$ cat config.mk
export PLATFORM = sky130hd
export DESIGN_NAME = wind_speed_direction_averager_unit
export DESIGN_NICKNAME = d
export VERILOG_FILES = /design/src/rtl/core/wsda_pkg.sv /design/src/rtl/core/wsda_datapath.sv /design/src/rtl/core/wsda_ctrl.sv /design/src/rtl/core/wind_speed_direction_averager_unit.sv
export SDC_FILE = /design/constraint.sdc
export NUM_CORES = 2
export LEC_CHECK = 0
export ABC_AREA = 1
export BUFFER_PORTS_ARGS = -buffer_cell sky130_fd_sc_hd__buf_4
export CORE_MARGIN = 2
export CORE_UTILIZATION = 57
export DETAILED_ROUTE_END_ITERATION = 16
export PLACE_DENSITY = 0.8
export SLEW_MARGIN = 20
export SYNTH_ARGS = -nofsm -noshare
export SYNTH_HDL_FRONTEND = slang
export SYNTH_HIERARCHICAL = 1
export SYNTH_SLANG_ARGS = --single-unit
$ cat constraint.sdc
create_clock -name i_clk -period 7.65 [get_ports i_clk]
set_input_delay 0.765 -clock i_clk [delete_from_list [all_inputs] [get_ports i_clk]]
set_output_delay 0.765 -clock i_clk [all_outputs]
set_load 0.05 [all_outputs]
$ cat src/rtl/core/wsda_pkg.sv
// ----------------------------------------------------------------------------
// Wind averager package
// Shared constants, tables and control types for the wind speed and
// direction averager.
// ----------------------------------------------------------------------------
package wsda_pkg;

    localparam int MaxSamples  = 1024;
    localparam int CntW        = $clog2(MaxSamples + 1);
    localparam int SpeedSumW   = 16 + CntW - 1;
    localparam int TrigSumW    = 16 + CntW;
    localparam int Stages      = 16;
    localparam int StageW      = $clog2(Stages);
    localparam int DivStepW    = $clog2(SpeedSumW + 1);

    localparam logic [14:0] FullTurn    = 15'd23040;
    localparam logic [14:0] HalfTurn    = 15'd11520;
    localparam logic [14:0] QuarterTurn = 15'd5760;
    localparam logic signed [31:0] GainInv = 32'sd652032874;

    // Vectoring word: trig sum times 65536, plus growth headroom.
    localparam int VecW = TrigSumW + 16 + 2;

    function automatic logic signed [24:0] arc(input logic [StageW-1:0] i);
        logic signed [24:0] a;
        case (i)
            4'd0:    a = 25'sd737280;
            4'd1:    a = 25'sd435242;
            4'd2:    a = 25'sd229970;
            4'd3:    a = 25'sd116736;
            4'd4:    a = 25'sd58595;
            4'd5:    a = 25'sd29326;
            4'd6:    a = 25'sd14667;
            4'd7:    a = 25'sd7334;
            4'd8:    a = 25'sd3667;
            4'd9:    a = 25'sd1833;
            4'd10:   a = 25'sd917;
            4'd11:   a = 25'sd458;
            4'd12:   a = 25'sd229;
            4'd13:   a = 25'sd115;
            4'd14:   a = 25'sd57;
            default: a = 25'sd29;
        endcase
        return a;
    endfunction

    typedef struct packed {
        logic load;
        logic rot_init;
        logic rot_step;
        logic accum;
        logic vec_init;
        logic vec_step;
        logic div_init;
        logic div_step;
        logic finish;
    } t_cmd;

    typedef struct packed {
        logic full;
        logic last_step;
        logic div_done;
    } t_status;

endpackage

$ cat src/rtl/core/wsda_datapath.sv
// ----------------------------------------------------------------------------
// Wind averager datapath
// Running sums, shared CORDIC for rotation and vectoring, and a serial
// restoring divider for the mean speed.
// ----------------------------------------------------------------------------
module wsda_datapath (
    input  logic                i_clk,
    input  logic                i_rst_n,
    input  wsda_pkg::t_cmd      i_cmd,
    output wsda_pkg::t_status   o_status,
    input  logic [15:0]         i_speed,
    input  logic [14:0]         i_heading,
    output logic [15:0]         o_mean_speed,
    output logic [14:0]         o_mean_heading,
    output logic                o_store_full,
    output logic [10:0]         o_sample_count
);

    localparam int CW = wsda_pkg::CntW;
    localparam int SW = wsda_pkg::SpeedSumW;
    localparam int TW = wsda_pkg::TrigSumW;
    localparam int VW = wsda_pkg::VecW;

    logic [CW-1:0]          r_count;
    logic [SW-1:0]          r_speed_sum;
    logic signed [TW-1:0]   r_sin_sum, r_cos_sum;
    logic [15:0]            r_speed;
    logic [14:0]            r_heading;
    logic                   r_flip;
    logic                   r_full;
    logic signed [VW-1:0]   r_x, r_y;
    logic signed [25:0]     r_z;
    logic [wsda_pkg::StageW-1:0] r_step;
    logic                   r_zero;
    logic [SW-1:0]          r_quo;
    logic [CW:0]            r_rem;
    logic [wsda_pkg::DivStepW-1:0] r_dstep;
    logic [15:0]            r_mean_speed;
    logic [14:0]            r_mean_heading;
    logic                   r_out_full;
    logic [10:0]            r_out_count;

    logic signed [15:0] a_red;
    logic               a_flip;
    logic signed [VW-1:0] dx, dy;
    logic signed [17:0] sn_q, cs_q;
    logic signed [VW-1:0] vx, vy;
    logic signed [17:0] hh;
    logic [CW:0]        rem_sh;
    logic [SW-1:0]      dividend;

    always_comb begin
        logic signed [15:0] a;
        a = signed'({1'b0, r_heading});
        if (r_heading >= wsda_pkg::FullTurn) begin
            a = a - signed'({1'b0, wsda_pkg::FullTurn});
        end
        if (a >= signed'({1'b0, wsda_pkg::HalfTurn})) begin
            a = a - signed'({1'b0, wsda_pkg::FullTurn});
        end
        a_flip = 1'b0;
        if (a > signed'({1'b0, wsda_pkg::QuarterTurn})) begin
            a = a - signed'({1'b0, wsda_pkg::HalfTurn});
            a_flip = 1'b1;
        end else if (a < -signed'({1'b0, wsda_pkg::QuarterTurn})) begin
            a = a + signed'({1'b0, wsda_pkg::HalfTurn});
            a_flip = 1'b1;
        end
        a_red = a;
    end

    assign dx = r_y >>> r_step;
    assign dy = r_x >>> r_step;

    function automatic logic signed [17:0] q15(input logic signed [VW-1:0] v);
        logic signed [VW-1:0] q;
        q = (v + VW'(16384)) >>> 15;
        if (q > VW'(32767)) q = VW'(32767);
        if (q < -VW'(32767)) q = -VW'(32767);
        return q[17:0];
    endfunction

    always_comb begin
        sn_q = q15(r_y);
        cs_q = q15(r_x);
        if (r_flip) begin
            sn_q = -sn_q;
            cs_q = -cs_q;
        end
    end

    always_comb begin
        vx = VW'(r_cos_sum) <<< 16;
        vy = VW'(r_sin_sum) <<< 16;
    end

    always_comb begin
        logic signed [25:0] t;
        t  = (r_z + 26'sd128) >>> 8;
        hh = t[17:0];
        if (t > 26'sd11520) hh = 18'sd11520;
        if (t < -26'sd11520) hh = -18'sd11520;
    end

    assign dividend = r_speed_sum + SW'(r_count >> 1);
    assign rem_sh   = {r_rem[CW-1:0], r_quo[SW-1]};

    always_ff @(posedge i_clk) begin
        if (!i_rst_n) begin
            r_count     <= '0;
            r_speed_sum <= '0;
            r_sin_sum   <= '0;
            r_cos_sum   <= '0;
            r_step      <= '0;
            r_dstep     <= '0;
            r_out_full  <= 1'b0;
            r_out_count <= '0;
        end else begin
            if (i_cmd.load) begin
                r_full    <= (r_count >= CW'(wsda_pkg::MaxSamples));
                r_speed   <= i_speed;
                r_heading <= i_heading;
            end
            if (i_cmd.rot_init) begin
                r_x    <= VW'(wsda_pkg::GainInv);
                r_y    <= '0;
                r_z    <= 26'(a_red) <<< 8;
                r_flip <= a_flip;
                r_step <= '0;
            end
            if (i_cmd.rot_step) begin
                if (r_z >= 0) begin
                    r_x <= r_x - dx;
                    r_y <= r_y + dy;
                    r_z <= r_z - 26'(wsda_pkg::arc(r_step));
                end else begin
                    r_x <= r_x + dx;
                    r_y <= r_y - dy;
                    r_z <= r_z + 26'(wsda_pkg::arc(r_step));
                end
                r_step <= r_step + 1'b1;
            end
            if (i_cmd.accum) begin
                r_count     <= r_count + 1'b1;
                r_speed_sum <= r_speed_sum + SW'(r_speed);
                r_sin_sum   <= r_sin_sum + TW'(sn_q);
                r_cos_sum   <= r_cos_sum + TW'(cs_q);
            end
            if (i_cmd.vec_init) begin
                r_zero <= (r_sin_sum == 0) && (r_cos_sum == 0);
                r_step <= '0;
                if (vx < 0) begin
                    if (vy >= 0) begin
                        r_x <= vy;
                        r_y <= -vx;
                        r_z <= 26'sd1474560;
                    end else begin
                        r_x <= -vy;
                        r_y <= vx;
                        r_z <= -26'sd1474560;
                    end
                end else begin
                    r_x <= vx;
                    r_y <= vy;
                    r_z <= '0;
                end
            end
            if (i_cmd.vec_step) begin
                if (r_y > 0) begin
                    r_x <= r_x + dx;
                    r_y <= r_y - dy;
                    r_z <= r_z + 26'(wsda_pkg::arc(r_step));
                end else begin
                    r_x <= r_x - dx;
                    r_y <= r_y + dy;
                    r_z <= r_z - 26'(wsda_pkg::arc(r_step));
                end
                r_step <= r_step + 1'b1;
            end
            if (i_cmd.div_init) begin
                r_quo   <= dividend;
                r_rem   <= '0;
                r_dstep <= '0;
            end
            if (i_cmd.div_step) begin
                if (rem_sh >= {1'b0, r_count}) begin
                    r_rem <= rem_sh - {1'b0, r_count};
                    r_quo <= {r_quo[SW-2:0], 1'b1};
                end else begin
                    r_rem <= rem_sh;
                    r_quo <= {r_quo[SW-2:0], 1'b0};
                end
                r_dstep <= r_dstep + 1'b1;
            end
            if (i_cmd.finish) begin
                r_mean_speed   <= (r_count == 0) ? 16'd0 : r_quo[15:0];
                r_mean_heading <= r_zero ? 15'd0 : hh[14:0];
                r_out_full     <= r_full;
                r_out_count    <= 11'(r_count);
            end
        end
    end

    assign o_status.full      = r_full;
    assign o_status.last_step = (r_step == wsda_pkg::StageW'(wsda_pkg::Stages - 1));
    assign o_status.div_done  = (r_dstep == wsda_pkg::DivStepW'(SW));
    assign o_mean_speed       = r_mean_speed;
    assign o_mean_heading     = r_mean_heading;
    assign o_store_full       = r_out_full;
    assign o_sample_count     = r_out_count;

    a_count_cap: assert property (@(posedge i_clk) disable iff (!i_rst_n)
        r_count <= CW'(wsda_pkg::MaxSamples))
        else $error("count above capacity");
    a_accum_step: assert property (@(posedge i_clk) disable iff (!i_rst_n)
        i_cmd.accum |=> r_count == $past(r_count) + 1'b1)
        else $error("count did not advance");
    a_no_accum_full: assert property (@(posedge i_clk) disable iff (!i_rst_n)
        i_cmd.accum |-> !r_full)
        else $error("accumulate while full");

endmodule

$ cat src/rtl/core/wsda_ctrl.sv
// ----------------------------------------------------------------------------
// Wind averager controller
// Sequences rotation, accumulation, vectoring and division for one request.
// ----------------------------------------------------------------------------
module wsda_ctrl (
    input  logic              i_clk,
    input  logic              i_rst_n,
    input  logic              i_in_valid,
    output logic              o_in_ready,
    output logic              o_out_valid,
    input  logic              i_out_ready,
    input  wsda_pkg::t_status i_status,
    output wsda_pkg::t_cmd    o_cmd
);

    typedef enum logic [2:0] {
        S_IDLE, S_CHECK, S_ROT, S_ACC, S_VEC, S_DIV, S_FIN, S_OUT
    } t_state;

    t_state r_state;
    logic   r_out_valid;
    logic   fin_go;

    assign fin_go = (r_state == S_FIN) && (!r_out_valid || i_out_ready);

    always_comb begin
        o_cmd = '0;
        case (r_state)
            S_IDLE:  o_cmd.load = i_in_valid;
            S_CHECK: begin
                o_cmd.rot_init = !i_status.full;
                o_cmd.vec_init = i_status.full;
            end
            S_ROT:   o_cmd.rot_step = 1'b1;
            S_ACC:   o_cmd.accum = 1'b1;
            S_OUT:   o_cmd.vec_init = 1'b1;
            S_VEC: begin
                o_cmd.vec_step = 1'b1;
                o_cmd.div_init = i_status.last_step;
            end
            S_DIV:   o_cmd.div_step = !i_status.div_done;
            S_FIN:   o_cmd.finish = fin_go;
            default: o_cmd = '0;
        endcase
    end

    always_ff @(posedge i_clk) begin
        if (!i_rst_n) begin
            r_state     <= S_IDLE;
            r_out_valid <= 1'b0;
        end else begin
            if (fin_go) r_out_valid <= 1'b1;
            else if (i_out_ready) r_out_valid <= 1'b0;
            case (r_state)
                S_IDLE:  if (i_in_valid) r_state <= S_CHECK;
                S_CHECK: r_state <= i_status.full ? S_VEC : S_ROT;
                S_ROT:   if (i_status.last_step) r_state <= S_ACC;
                S_ACC:   r_state <= S_OUT;
                S_OUT:   r_state <= S_VEC;
                S_VEC:   if (i_status.last_step) r_state <= S_DIV;
                S_DIV:   if (i_status.div_done) r_state <= S_FIN;
                S_FIN:   if (fin_go) r_state <= S_IDLE;
                default: r_state <= S_IDLE;
            endcase
        end
    end

    assign o_in_ready  = (r_state == S_IDLE);
    assign o_out_valid = r_out_valid;

    a_one_busy: assert property (@(posedge i_clk) disable iff (!i_rst_n)
        (o_in_ready && i_in_valid) |=> r_state == S_CHECK)
        else $error("request not started");
    a_fin_room: assert property (@(posedge i_clk) disable iff (!i_rst_n)
        (r_state == S_FIN && r_out_valid && !i_out_ready) |=> r_state == S_FIN)
        else $error("result overwritten");
    a_vec_div: assert property (@(posedge i_clk) disable iff (!i_rst_n)
        (r_state == S_VEC && i_status.last_step) |=> r_state == S_DIV)
        else $error("division not started");

endmodule

$ cat src/rtl/core/wind_speed_direction_averager_unit.sv
// ----------------------------------------------------------------------------
// Wind speed and direction averager
// One request per observation; one result per request with mean speed,
// circular mean direction, full flag and count.
// ----------------------------------------------------------------------------
// From acceptance to result, one shared 16-step CORDIC does the sine and
// cosine, then the atan2 of the sums, and a bit-serial divider of 26 steps
// forms the mean speed; once the store is full, rotation and accumulation
// are skipped. A new request is taken once the result is in the output
// register, while it still waits to be taken.
module wind_speed_direction_averager_unit (
    input  logic        i_clk,
    input  logic        i_rst_n,
    input  logic        s_axis_tvalid,
    output logic        s_axis_tready,
    input  logic [31:0] s_axis_tdata,  // [15:0] wind_speed, [30:16] wind_heading
    output logic        m_axis_tvalid,
    input  logic        m_axis_tready,
    output logic [47:0] m_axis_tdata,  // [15:0] mean_speed, [30:16] mean_heading,
                                       // [31] store_full, [42:32] sample_count
    output logic        o_unused_tie
);

    wsda_pkg::t_cmd    cmd;
    wsda_pkg::t_status status;
    logic [15:0] mean_speed;
    logic [14:0] mean_heading;
    logic        store_full;
    logic [10:0] sample_count;

    wsda_ctrl u_ctrl (
        .i_clk       (i_clk),
        .i_rst_n     (i_rst_n),
        .i_in_valid  (s_axis_tvalid),
        .o_in_ready  (s_axis_tready),
        .o_out_valid (m_axis_tvalid),
        .i_out_ready (m_axis_tready),
        .i_status    (status),
        .o_cmd       (cmd)
    );

    wsda_datapath u_dp (
        .i_clk          (i_clk),
        .i_rst_n        (i_rst_n),
        .i_cmd          (cmd),
        .o_status       (status),
        .i_speed        (s_axis_tdata[15:0]),
        .i_heading      (s_axis_tdata[30:16]),
        .o_mean_speed   (mean_speed),
        .o_mean_heading (mean_heading),
        .o_store_full   (store_full),
        .o_sample_count (sample_count)
    );

    assign m_axis_tdata = {5'd0, sample_count, store_full, mean_heading, mean_speed};
    assign o_unused_tie = ^s_axis_tdata[31];

endmodule
# [Yosys cells after proc, flatten, opt, wreduce, memory -nomap -nowiden]
# Memories as Yosys holds them, arrays and structs flattened. A register that Yosys moved wholly into a read port is not among the register bits.
# Index checks and enable logic that the tools add are counted.
[word_totals] register_bits=334 rom_bits=1280 input_bits=36 output_inout_bits=51 n_memories=4
[classes] add_sub_neg=27 n_lt_le_gt_ge=16 eq_ne=14 n_shift=2 n_mux=86 reduce_logical=22
[mem_list] memory="(no name shown)" words=16 word_bits=20 rd=1 rd_ports_with_merged_regs=1 wr=0 line_no="wsda_pkg.sv:26" text="case (i)"
[mem_list] memory="(no name shown)" words=16 word_bits=20 rd=1 rd_ports_with_merged_regs=1 wr=0 line_no="wsda_pkg.sv:26"
[mem_list] memory="(no name shown)" words=16 word_bits=20 rd=1 rd_ports_with_merged_regs=1 wr=0 line_no="wsda_pkg.sv:26"
[mem_list] memory="(no name shown)" words=16 word_bits=20 rd=1 rd_ports_with_merged_regs=1 wr=0 line_no="wsda_pkg.sv:26"
[op_table] operator="two-way mux 45 bit" count=18
[op_table] operator="two-way mux 25 bit" count=12
[op_table] operator="two-way mux 26 bit" count=10
[op_table] operator="adder 45 x 16 -> 45 bit (second input constant)" count=2
[op_table] operator="adder 45 bit" count=2
[op_table] operator="less-than comparator 45 x 16 -> 1 bit (second input constant)" count=2
[op_table] operator="negation 43 -> 45 bit" count=2
[op_table] operator=">>> shifter 45 x 4 -> 45 bit" count=2
[op_table] operator="subtractor 45 bit" count=2
[op_table] operator="two-way mux 18 bit" count=4
[op_table] operator="zero test 32 bit" count=2
[op_table] operator="two-way mux 16 bit" count=4
[op_table] operator="greater-than comparator 30 x 16 -> 1 bit (second input constant)" count=2
[op_table] operator="adder 27 x 18 -> 27 bit" count=2
[op_table] operator="adder 26 x 25 -> 26 bit" count=2
[op_table] operator="subtractor 26 x 25 -> 26 bit" count=2
[op_table] operator="two-way mux 4 bit" count=12
[op_table] operator="greater-than comparator 45 x 1 -> 1 bit (second input constant)" count=1
[op_table] operator="greater-or-equal comparator 43 x 1 -> 1 bit (second input constant)" count=1
[op_table] operator="less-than comparator 43 x 1 -> 1 bit (second input constant)" count=1
[op_table] operator="negation 18 bit" count=2
[op_table] operator="two-way mux 11 bit" count=3
[op_table] operator="two-way mux 15 bit" count=2
[op_table] operator="adder 26 x 10 -> 26 bit" count=1
[op_table] operator="43 further kinds" count=74

# [Longest topological paths before layout]
[logic_depth] depth_word=11 depth_mapped=42 depth_no_buf=41

# [Modules after synthesis]
# Netlist, hierarchy kept.
[modules_own_cells] mod="wsda_datapath" n_inst=1 cells_each=6440 area_per_inst_um2=41055.6
[modules_own_cells] mod="wsda_ctrl" n_inst=1 cells_each=63 area_per_inst_um2=367.9
[modules_own_cells] mod="wind_speed_direction_averager_unit" n_inst=1 cells_each=8 area_per_inst_um2=56.3

# [Worst setup path after synthesis]
# OpenSTA, ideal clock, no wires.
[synth_timing] path_type="reg2reg" from="register u_ctrl.r_state[2]" to="register u_dp.r_x[0] (enable)" setup_ns=0.592 arrival_ns=6.330 required_time_ns=7.058 setup_slack_ns=0.728 stages_incl_launch_ff=12 period_less_slack_ns=6.922 path_cell_list="dfxtp_1 -> inv_4 -> nand2_4 -> nand2_4 -> nor2_1 -> clkbuf_1 -> nor2_1 -> inv_1 -> nor2_1 -> inv_2 -> nor2_1 -> nor2_1"
[synth_lines] item="start: declaration" line_no="wsda_ctrl.sv:20" text="t_state r_state;"
[synth_lines] item="start signal: assignment" line_no="wsda_ctrl.sv:56" text="S_CHECK: r_state <= i_status.full ? S_VEC : S_ROT;"
[synth_lines] item="end signal: assignment" line_no="wsda_datapath.sv:125" text="r_x <= VW'(wsda_pkg::GainInv);"
[synth_lines] item="end signal: assignment" line_no="wsda_datapath.sv:133" text="r_x <= r_x - dx;"
[synth_lines] item="end signal: assignment" line_no="wsda_datapath.sv:137" text="r_x <= r_x + dx;"
[synth_lines] item="end: declaration" line_no="wsda_datapath.sv:31" text="logic signed [VW-1:0] r_x, r_y;"

# [Worst setup path in the final report]
[layout_timing] from="register u_dp/r_step[0] (netlist name)" to="register u_dp.r_y[39], data pin"
[layout_between] elab_chain_cells=6 word_cells_on_any_way=8
[layout_lines] item="start: declaration" line_no="wsda_datapath.sv:33" text="logic [wsda_pkg::StageW-1:0] r_step;"
[layout_lines] item="start signal: assignment" line_no="wsda_datapath.sv:141" text="r_step <= r_step + 1'b1;"
[layout_lines] item="start signal: assignment" line_no="wsda_datapath.sv:178" text="r_step <= r_step + 1'b1;"
[layout_lines] item=">>> shifter 45 x 4 -> 45 bit (*)" line_no="wsda_datapath.sv:73" text="assign dy = r_x >>> r_step;"
[layout_lines] item="subtractor 45 bit / adder 45 bit (equally long branches)"
[layout_lines] item="two-way mux 45 bit" line_no="wsda_datapath.sv:132" text="if (r_z >= 0) begin"
[layout_lines] item="two-way mux 45 bit" line_no="wsda_datapath.sv:131" text="if (i_cmd.rot_step) begin"
[layout_lines] item="two-way mux 45 bit" line_no="wsda_datapath.sv:149" text="if (i_cmd.vec_init) begin"
[layout_lines] item="two-way mux 45 bit (*)" line_no="wsda_datapath.sv:168" text="if (i_cmd.vec_step) begin"
[layout_lines] item="end signal: assignment" line_no="wsda_datapath.sv:134" text="r_y <= r_y + dy;"
[layout_lines] item="end signal: assignment" line_no="wsda_datapath.sv:138" text="r_y <= r_y - dy;"
[layout_lines] item="end signal: assignment" line_no="wsda_datapath.sv:171" text="r_y <= r_y - dy;"
[layout_lines] item="end: declaration" line_no="wsda_datapath.sv:31"
# Mark *: on every way between the ends. The rest lies on a longest branch, timed or not.
# A chain may end at the register's enable or synchronous reset.

==> results.md <==
- Status: completed
- DRC violation total after the first TritonRoute iteration: 5222
- Largest fanout of any net on the critical path: 47
- RSZ-0062 raised after global routing: no
- Average cell area after synthesis: about 6.4 um2
- TritonCTS buffer count: 44
- Clock period minus worst slack: approximately 6.6 ns
- Critical path endpoint category: flip-flop
- Number of antenna repair diodes: 0
- Die Span X: about 270 um
- Minimum setup slack after placement: 1.13 ns
- GRT Resource Usage Total: between 30% and 40%
- Part of the cycle the worst path needs: 86.7%
- CTS resizes: 0
- Signed area change from the synthesized netlist to the final layout: 6.88%
- Warning count from the yosys run: 6
- Maximum clock frequency: 0.151 GHz
- Routability congestion estimate: 1.09
- Total congestion overflow after global routing: 0
- Worst VDD drop: 360 uV
- Hold bufs inserted after CTS: 0
- Utilization of the core after routing: 61.8%
- Number of violations of the max-capacitance limit: 0
- Actual slew at the worst max-slew pin: between 1 and 1.5 ns
- Post-CTS Setup Repair Bufs: 0
- Die area: 0.0749 mm2
- Count of standard-cell rows: 98
- Post-CTS clock slew at the launch and capture registers of the worst setup and hold paths: roughly 0.060 ns
- Final Hold Vio Count: 0
- Number of nets with antenna violations after detailed routing: 0
- Vias: between 40000 and 50000
- Largest net degree at the start of global routing: roughly 120
- Most frequent cells in the layout: sky130_fd_sc_hd__nand2_1 (1281), sky130_fd_sc_hd__inv_1 (984), sky130_fd_sc_hd__nor2_1 (665)
- Path type of the worst setup path: flip-flop to flip-flop
- NumNets Final: just under 7000
- Effective utilization at floorplan: between 50% and 60%
- Worst slew margin relative to its limit: 25.5%
- Average vias per placed instance: 5.99
- Proportion of synthesized flip-flops having asynchronous set or reset: 0%
- Clock tree from TritonCTS: done
- Residual DRC count: 0
- Number of enable flip-flop cells after synthesis: 218
- Clk Latency, worst-skew pair: 0.62 ns
- PnR Total Power: 21.5 mW
- Clock root buffer: sky130_fd_sc_hd__clkbuf_16
- Most frequent standard cell in the layout excluding fill and tap cells: sky130_fd_sc_hd__nand2_1
- Final Routed Wirelength: approximately 150000 um
- Vias in the first global route: ~41000
- Standby leakage power: roughly 21 nW
- Iteration count of the initial detailed-routing pass: 7
- Type of element launching the critical path: flip-flop
- Cell type of the slowest stage on the worst timing path: sky130_fd_sc_hd__dfxtp_4
- Drt wl/cell: 20.5 um
- CTS Buffer Depth: 3
- Core outline area: 0.0717 mm2
- Number of primary I/O pins: 87
- Number of slew-limit violations in the final report: 0
- I/O Buffers: 79
- Power per standard cell area: slightly below 500 mW/mm2
- Overall die height: 274 um
- Sequential share of the synthesized area: 22.3%
- CP dominant cell by count: sky130_fd_sc_hd__nand2_1
- Post-synth cell types: 72
- Sum of net half-perimeters after detailed placement: 120000 um
- Number of standard cells after synthesis: around 6500
- Data arrival time of the worst path: 6.93 ns
- Antenna violations before repair: 7
- Number of cells in the finished layout apart from fillers: approximately 7400
- FF+latch count, synth: 354
- Placed Cells incl. Taps: 7341
- Worst min-delay path category: primary input to flip-flop
- Final worst setup slack: approximately 1.0 ns
- Setup violations, final: 0
- Share of final-layout standard cells stronger than drive strength 1: 5.42%
- Worst clock skew: between 0.06 and 0.07 ns
- Wire length of the first global-routing pass: ~230000 um
- Worst endpoint required time: 7.95 ns
- Clock H-tree levels: 2
- Clock Sink Count: 354
- Area of the mapped netlist: roughly 0.041 mm2
- Total negative slack: 0 ns
- Largest stage delay on the critical path: 0.68 ns
- Commonest register cell after synthesis: sky130_fd_sc_hd__edfxtp_1
registers in the layout (all words and copies together) (netlist names), 3 cells and up, named ones only:
name / flops
u_dp/r_dstep: 5
u_dp/r_count: 11
u_dp/r_rem: 11
u_dp/o_sample_count: 11
u_dp/r_y: 45
u_dp/r_speed: 16
u_dp/r_z: 26
u_ctrl/r_state: 3
u_dp/r_sin_sum: 27
u_dp/o_mean_speed: 16
u_dp/r_x: 45
u_dp/r_cos_sum: 27
u_dp/r_speed_sum: 26
u_dp/r_quo: 26
u_dp/r_step: 4
u_dp/o_mean_heading: 15
u_dp/r_heading: 15
through the flow:
stage	hold WS [ns]	area (um2)
finish	0.326	44300
global placement	0.455	42800
global route	0.311	44300
detailed placement	0.462	42800
floorplan	0.442	41500
CTS	0.300	44300
kinds of logic after synthesis:
| kind of cell | synth area share, % |
|---|---|
| AND/OR/NAND/NOR | 26.3 |
| other | 0.00904 |
| buffers and inverters | 11.7 |
| AO/OA/AOI/OAI | 21.8 |
| adder cells (fa/ha/maj) | 10.8 |
| XOR/XNOR | 5.53 |
| multiplexers | 1.54 |
| flip-flops | 22.3 |
routing by layer:
layer	vias up	wire length, um	track usage [%]
met1	20400	62000	51.9
met5	-	27	0
met2	2255	65800	62.3
met4	4	9560	21.6
li1	21400	-	-
met3	418	14500	5.98
synth_stat cells (all sizes together) (23+ instances only):
library cell | count | area, um2
or2 | 47 | 294
a21boi | 45 | 338
dfxtp | 136 | 2720
o21ai | 624 | 3130
nand2 | 1302 | 4960
nor2 | 691 | 2680
a21oi | 630 | 3160
o221ai | 30 | 263
mux2i | 64 | 641
clkbuf | 228 | 856
nor4 | 31 | 194
and2 | 23 | 144
xnor2 | 36 | 315
buf | 43 | 221
o21bai | 26 | 214
a31oi | 50 | 313
nand3 | 343 | 1750
o21a | 36 | 270
o211ai | 68 | 510
xor2 | 225 | 1980
edfxtp | 218 | 6550
nor3 | 76 | 380
inv | 999 | 3750
ha | 340 | 4250
nand4 | 63 | 394
final timing paths:
check	startpoint	slack, ns	depth (start not counted)	end
hold / removal	s_axis_tdata[14]	0.33	1	u_dp/r_speed[14]
setup reg to reg	u_dp/r_step[0]	1.02	28	u_dp/r_y[39]
hold reg to reg	u_dp/r_dstep[4]	0.48	2	u_dp/r_dstep[4]
setup / recovery	u_dp/r_step[0]	1.02	28	u_dp/r_y[39]
area by class of cell:
class                   count  area [um2]
fillers                  6847       27400
repair buffers            148        1150
clock buffers              60        1240
well taps                 950        1190
multi-input cells        4886       27400
clock inverters            22         285
inverters                1004        3770
flip-flops and latches    354        9280
power by group:
| group | total, mW | internal, mW | switching, mW |
|---|---|---|---|
| clock network | 2.25 | 1.31 | 0.932 |
| logic | 15.9 | 4.85 | 11.1 |
| registers | 3.30 | 2.65 | 0.651 |
| total | 21.5 | 8.81 | 12.7 |
worst max-delay path, delay by kind of cell (launching register included):
| family | cells | cell delay, ns |
|---|---|---|
| flip-flops | 1 | 0.68 |
| adder cells (fa/ha/maj) | 1 | 0.22 |
| AND/OR/NAND/NOR | 13 | 1.56 |
| multiplexers | 1 | 0.19 |
| XOR/XNOR | 1 | 0.41 |
| AO/OA/AOI/OAI | 8 | 2.17 |
| buffers and inverters | 4 | 1.08 |
Power figures use the tool's default switching activity.
